`src/lpht_pkg.sv`:
```
package lpht_pkg;

	localparam int TABLE_DEPTH = 1024;
	localparam int IDX_W = $clog2(TABLE_DEPTH);
	localparam int LEN_W = IDX_W + 1;

	// fixed field widths
	localparam int CFG_W  = 11;
	localparam int KEY_W  = 31;
	localparam int VAL_W  = 32;
	localparam int SLOT_W = 10;
	localparam int ENT_W  = 11;

	// remainder unit: bits retired per cycle
	localparam int MOD_STEPS  = 4;
	localparam int MOD_DIVD_W = ((KEY_W + MOD_STEPS - 1) / MOD_STEPS) * MOD_STEPS;
	localparam int MOD_ITERS  = MOD_DIVD_W / MOD_STEPS;
	localparam int MOD_CNT_W  = (MOD_ITERS > 1) ? $clog2(MOD_ITERS) : 1;

	typedef enum logic [1:0] {
		REQ_INSERT = 2'd0,
		REQ_COUNT  = 2'd1,
		REQ_FIND   = 2'd2,
		REQ_REMOVE = 2'd3
	} req_t;

	typedef enum logic [1:0] {
		STAT_DONE    = 2'd0,
		STAT_PRESENT = 2'd1,
		STAT_MISSING = 2'd2,
		STAT_FULL    = 2'd3
	} status_t;

	typedef enum logic [1:0] {
		MARK_EMPTY = 2'd0,
		MARK_LIVE  = 2'd1,
		MARK_TOMB  = 2'd2,
		MARK_RSVD  = 2'd3
	} mark_t;

	typedef enum logic [2:0] {
		S_CLEAR,
		S_IDLE,
		S_DIV,
		S_PROBE,
		S_EXEC
	} state_t;

	typedef struct packed {
		mark_t            mark;
		logic [KEY_W-1:0] key;
		logic [VAL_W-1:0] value;
	} slot_word_t;

	localparam int WORD_W = $bits(slot_word_t);

	// table_len 0 acts as 1, anything above the depth as the depth
	function automatic logic [LEN_W-1:0] eff_len(input logic [CFG_W-1:0] cfg_len);
		logic [LEN_W-1:0] r;
		if (cfg_len == '0) begin
			r = LEN_W'(1);
		end else if (32'(cfg_len) > TABLE_DEPTH) begin
			r = LEN_W'(TABLE_DEPTH);
		end else begin
			r = LEN_W'(cfg_len);
		end
		return r;
	endfunction

endpackage

```
`src/lpht_mod.sv`:
```
// key % len, restoring remainder, MOD_STEPS dividend bits per cycle
module lpht_mod (
	input  logic                      clk,
	input  logic                      arst_n,
	input  logic                      start,
	input  logic [lpht_pkg::KEY_W-1:0] dividend,
	input  logic [lpht_pkg::LEN_W-1:0] divisor,
	output logic                      done,
	output logic [lpht_pkg::IDX_W-1:0] rem
);
	import lpht_pkg::*;

	logic                  busy_q;
	logic                  done_q;
	logic [MOD_CNT_W-1:0]  cnt_q;
	logic [MOD_DIVD_W-1:0] divd_q;
	logic [LEN_W-1:0]      rem_q;
	logic [LEN_W-1:0]      dvs_q;

	logic [MOD_DIVD_W-1:0] divd_n;
	logic [LEN_W-1:0]      rem_n;
	logic [LEN_W:0]        trial;

	always_comb begin
		divd_n = divd_q;
		rem_n  = rem_q;
		trial  = '0;
		for (int i = 0; i < MOD_STEPS; i++) begin
			trial  = {rem_n, divd_n[MOD_DIVD_W-1]};
			divd_n = {divd_n[MOD_DIVD_W-2:0], 1'b0};
			if (trial >= {1'b0, dvs_q}) begin
				trial = trial - {1'b0, dvs_q};
			end
			rem_n = trial[LEN_W-1:0];
		end
	end

	always_ff @(posedge clk or negedge arst_n) begin
		if (!arst_n) begin
			busy_q <= 1'b0;
			done_q <= 1'b0;
			cnt_q  <= '0;
		end else begin
			done_q <= 1'b0;
			if (start) begin
				busy_q <= 1'b1;
				cnt_q  <= '0;
			end else if (busy_q) begin
				cnt_q <= cnt_q + 1'b1;
				if (cnt_q == MOD_CNT_W'(MOD_ITERS - 1)) begin
					busy_q <= 1'b0;
					done_q <= 1'b1;
				end
			end
		end
	end

	always_ff @(posedge clk) begin
		if (start) begin
			divd_q <= MOD_DIVD_W'(dividend);
			dvs_q  <= divisor;
			rem_q  <= '0;
		end else if (busy_q) begin
			divd_q <= divd_n;
			rem_q  <= rem_n;
		end
	end

	assign done = done_q;
	assign rem  = rem_q[IDX_W-1:0];

endmodule

```
`config.mk`:
```
export PLATFORM = sky130hd
export DESIGN_NAME = lpht_mod
export DESIGN_NICKNAME = d
export VERILOG_FILES = /design/src/lpht_pkg.sv /design/src/lpht_mod.sv
export SDC_FILE = /design/constraint.sdc
export NUM_CORES = 1
export LEC_CHECK = 0
export ABC_AREA = 1
export BUFFER_PORTS_ARGS = -buffer_cell sky130_fd_sc_hd__buf_2
export CORE_MARGIN = 2
export CORE_UTILIZATION = 45
export CTS_BUF_LIST = sky130_fd_sc_hd__clkbuf_4
export CTS_CLUSTER_SIZE = 24
export DETAILED_ROUTE_END_ITERATION = 16
export GPL_TIMING_DRIVEN = 0
export PLACE_DENSITY_LB_ADDON = 0.3
export SLEW_MARGIN = 30
export SYNTH_ARGS = -nofsm -noshare
export SYNTH_HDL_FRONTEND = slang
export SYNTH_SLANG_ARGS = --single-unit
export TNS_END_PERCENT = 100
```
`constraint.sdc`:
```
create_clock -name clk -period 7.2 [get_ports clk]
set_input_delay 0.36 -clock clk [delete_from_list [all_inputs] [get_ports clk]]
set_output_delay 0.36 -clock clk [all_outputs]
set_load 0.01 [all_outputs]
```
Word-level counts from Yosys, hierarchy flattened
Index checks and enable logic that the tools add are counted.

Add/sub/neg operators: 5. $mul: 0. Div/mod/pow operators: 0. Order comparisons: 4. Eq/ne operators: 1. Shifts and indexed selects: 0. Muxes and demuxes: 14. Bitwise gates (word level): 0. Reductions and logical operators: 1.

Operator list (number): $mux 31 (2); $ge 12x11->1 (4); $mux 11 (4); $sub 11x11->11 (4); $mux 1 (6); $mux 3 (2); $add 3x1->3 const B (1); $eq 3x3->1 const B (1); $reduce_bool 2->1 (1).

Bits in registers: 59. Bits in latches: 0. Bits in writable memories: 0. Memory bits (read-only): 0. Bits of input ports: 45. Output and inout port bits: 11. Word-level logic and storage cells: 32. Memories: 0.

Logic depth before layout (Yosys ltp)
Depth in word-level cells: 8. Gate-level depth with buffers: 49.

Worst setup path before layout
No wires, ideal clock.

Path kind: flip-flop to flip-flop. Start: reg dvs_q[0]. End: reg rem_q[4]. Data arrival time: 6.017 ns. Setup slack: 1.070 ns. Stages on the path, launching flop included: 42. Clock period less this slack: 6.130 ns. Cell sequence: edfxtp_1 > ha_1 > fa_1 > inv_1 > nand2_1 > nand3_1 > nand2_2 > buf_6 > nand4_1 > nand2_2 > ha_1 > nand2_1 > nor2_1 > nand2_1 > o21bai_1 > inv_1 > clkbuf_1 > nand4_1 > [6 not listed] > nand3_1 > a21oi_1 > a21boi_4 > nand3_1 > nand2_1 > inv_1 > ha_1 > nand2_1 > o21ai_0 > a21oi_1 > o21ai_0 > nand2_1 > and3_1 > nand3_2 > buf_6 > nand2_2 > nand3_1 > nand2_1.

Word-level cells in the longest chain between the ends: 8. Elaborated cells between the ends (all ways): 12. Those cells by class: add/sub (4); order compare (4); mux (4).

RTL lines: start: declaration (line lpht_mod.sv:18) `logic [LEN_W-1:0] dvs_q;`; start signal: assignment (line lpht_mod.sv:61) `dvs_q <= divisor;`; $sub 11x11->11 or $ge 12x11->1 (tied branches) (line lpht_mod.sv:32, lpht_mod.sv:31); $mux 11 (line lpht_mod.sv:31) `if (trial >= {1'b0, dvs_q}) begin`; $sub 11x11->11 or $ge 12x11->1 (tied branches) (line lpht_mod.sv:32, lpht_mod.sv:31); $mux 11 (line lpht_mod.sv:31); $sub 11x11->11 or $ge 12x11->1 (tied branches) (line lpht_mod.sv:32, lpht_mod.sv:31); $mux 11 (line lpht_mod.sv:31); $sub 11x11->11 or $ge 12x11->1 (tied branches) (line lpht_mod.sv:32, lpht_mod.sv:31); $mux 11 (*) (line lpht_mod.sv:31); end signal: assignment (line lpht_mod.sv:65) `rem_q <= rem_n;`; end: declaration (line lpht_mod.sv:17) `logic [LEN_W-1:0] rem_q;`.

Every way passes the cells marked *; elsewhere a longest branch is shown, timed or not. A chain may end at the register's enable or synchronous reset.

Worst setup path after layout
Ends and elaborated chain as after synthesis.

==> impl_metrics.ini <==
[cts]
worst_setup_hold_path_clk_slew_ps = 110
clk-insertion-delay-late_ps = 410
cts-buffers-inserted = 9
tritoncts_num_sinks = 59
cts_htree_levels = 3
cts-root-buf = clkbuf_4
cts_tree = done
clock_tree.buffer_depth = 2

[timing]
hold_viol_final = 0
final.period_utilization_pct = 94.5
achievable-frequency_mhz = 147
post-route-min-period_ps = 6800
timing_worst_slew_pin_value_ps = 667
timing.hold.ws_ps = 129
timing.setup.tns_ps = 0
finClkSkew_ps = 14.2
setup_viol = 0
finalMaxSlewViolations = 0
max_slew_margin_pct = 55.4

[setup_path]
regToRegEndpoint = rem_q[4]
timing.reg2reg.worst_path_depth = 43
cp-end-kind = flip-flop
start_kind = flip-flop
crit_arrival_ps = 7110
slowest_delay_ps = 490
crit_fanout = 10
cp.required_ps = 7500
critical-path-top-cell-by-count = nand2_1
timing.critical_path.slowest_stage_cell = edfxtp_1
regToRegSetupSlack_ps = 400
worst_setup_path_endpoint = rem_q[4]
crit_start = dvs_q[0]
setup.worst_path.class = flip-flop to flip-flop
reg2reg_from = dvs_q[0]

[yosys]
ys.flop_type = edfxtp_1
synthesis.yosys.warnings = 0
synthCells = 751
yosys_register_bits = 59
synth_fp_nets = 846
post_synthesis_area_per_instance_um2 = 7.18
synth-seq-area-share_pct = 30.2
syn_area_mm2 = 0.00539
synth-async-reset-ratio_pct = 8.47
synth_edf_count = 42
yosysTopAreaCell = edfxtp_1
cell_types_occupying_the_most_area_after_synthesis = edfxtp_1 (23%), nand2_1 (18%), ha_1 (11%), inv_1 (7.4%), nand3_1 (4.5%)
synth_cell_type_count = 45
synth.top_cell.area_share_pct = 23.4

[worst_hold_path]
worstHoldPathType = primary input to flip-flop

[routing]
drc = 0
firstDrtPassIters = 5
initialDrtViolationCount = 422
ant_nets = 0
route.detailed.wl_per_inst_um = 14.2
routed_wirelength_um = 13900
dr_total_vias = 5056
route.detailed.vias_per_inst = 5.17

[global_routing]
global_route.usage.total_pct = 21.0
grt_pass1_wl_um = 21300
maximum_number_of_pins_on_one_net_before_global_route_repair = 33
antenna_found_initial = 0
gr-total-overflow = 0
number_of_global_route_vias_before_repair = 4399

[placement]
place.detailed.instances = 949
place.gp.congestion = 0.917
io_buffer_count = 55
dpl.hpwl_um = 10500

[finish]
layout-drive-gt1-share_pct = 21.8
fillers = 1181
areaGrowthSynthToFinish_pct = 15.4
final_cell_mix = nand2_1 (255), inv_1 (98), buf_2 (58)
post_layout_cell_count = 978
numnets_final = 925
utilization_pct = 53.8
antenna-diode-count = 0
commonest_non_fill_non_tap_cell_in_the_layout = nand2_1

[run_status]
status = completed

[floorplan]
rows = 39
core_region_area_mm2 = 0.0116
die-height_um = 113
start_util_pct = 46.6
dieArea_mm2 = 0.0129
io-pin-count = 56
chipWidth_um = 113

[flow_run]
cap_viol_max_count = 0
## metal layers
layer | part of all wire [%] | routed length (um) | track usage (%) | vias up
li1 | - | - | - | 2588
met1 | 49 | 6770 | 31.3 | 2300
met2 | 44 | 6100 | 32.2 | 155
met3 | 6.0 | 829 | 2.55 | 13
met4 | 1.3 | 179 | 5.61 | 0
met5 | 0 | 0 | 0 | -
## what timing repair did
item / in CTS / in global routing
endpoints found under the setup margin: 11 / 11
setup buffers: 2 / 8
hold buffers: 1 / 0
pin swaps: 0 / 3
gates cloned: 0 / 2
gates resized for setup: 5 / 43
endpoints found under the hold margin: 5 / 0
## critical path, delay by kind of cell, from the launching register on
family	cells	cell delay (ps)
compound gates	6	1090
flops	1	490
fa+ha+maj	5	1580
simple gates	23	2450
buf+inv	9	1110
## how the worst min path moves through the flow
stage	start	to	slack, ps	depth (start not counted)
2_1_floorplan	arst_n	busy_q	60	0
3_3_place_gp	arst_n	busy_q	180	1
3_5_place_dp	arst_n	busy_q	180	1
4_1_cts	divisor[1]	dvs_q[1]	110	1
5_1_grt	divisor[5]	dvs_q[5]	110	1
6_report	divisor[1]	dvs_q[1]	130	1
## registers in the layout, indices dropped and copies added, names as in the netlist
signal and count:
busy_q 1, cnt_q 3, divd_q 32, done 1
dvs_q 11, rem_q 11
## per-stage QoR
step / cell area (um^2) / worst slack [ps]
after floorplan: 5390 / 1070
after global placement: 5850 / -231
after detailed placement: 5850 / -258
after CTS: 5990 / 0.883
after global routing: 6220 / -37.2
final: 6220 / 396
## area by class of cell
type / count / area (um^2) / area share [%]
buffer: 29 / 196 / 3.16
clock buffer: 9 / 67.6 / 1.09
clock inverter: 7 / 51.3 / 0.824
inverter: 115 / 443 / 7.12
multi-input combinational: 550 / 3300 / 53.0
sequential: 59 / 1630 / 26.1
tap: 143 / 179 / 2.88
timing repair buffer: 66 / 360 / 5.79
## synth_stat cells, types with 3 or more instances
| master | count |
|---|---|
| edfxtp_1 | 42 |
| nand4_1 | 28 |
| o21ai_0 | 15 |
| xor2_1 | 16 |
| dfrtp_1 | 5 |
| nor2_1 | 30 |
| buf_2 | 6 |
| nand3_1 | 49 |
| nand2_1 | 258 |
| fa_1 | 4 |
| nor2_2 | 3 |
| nand2_2 | 18 |
| nand3_2 | 5 |
| buf_4 | 12 |
| inv_1 | 107 |
| nand3b_1 | 3 |
| clkbuf_1 | 6 |
| xnor2_1 | 15 |
| a21oi_1 | 28 |
| buf_6 | 3 |
| dfxtp_1 | 12 |
| nand3_4 | 3 |
| inv_2 | 7 |
| ha_1 | 46 |
## cells by family after synthesis
logic type      synth area share, %
simple gates                   34.7
buf+inv                        11.4
flops                          30.2
compound gates                 6.50
xor+xnor                       5.04
fa+ha+maj                      12.2
Power is not shown: default switching activity piles up to over one toggle a cycle in this logic, so the estimate is an artifact.
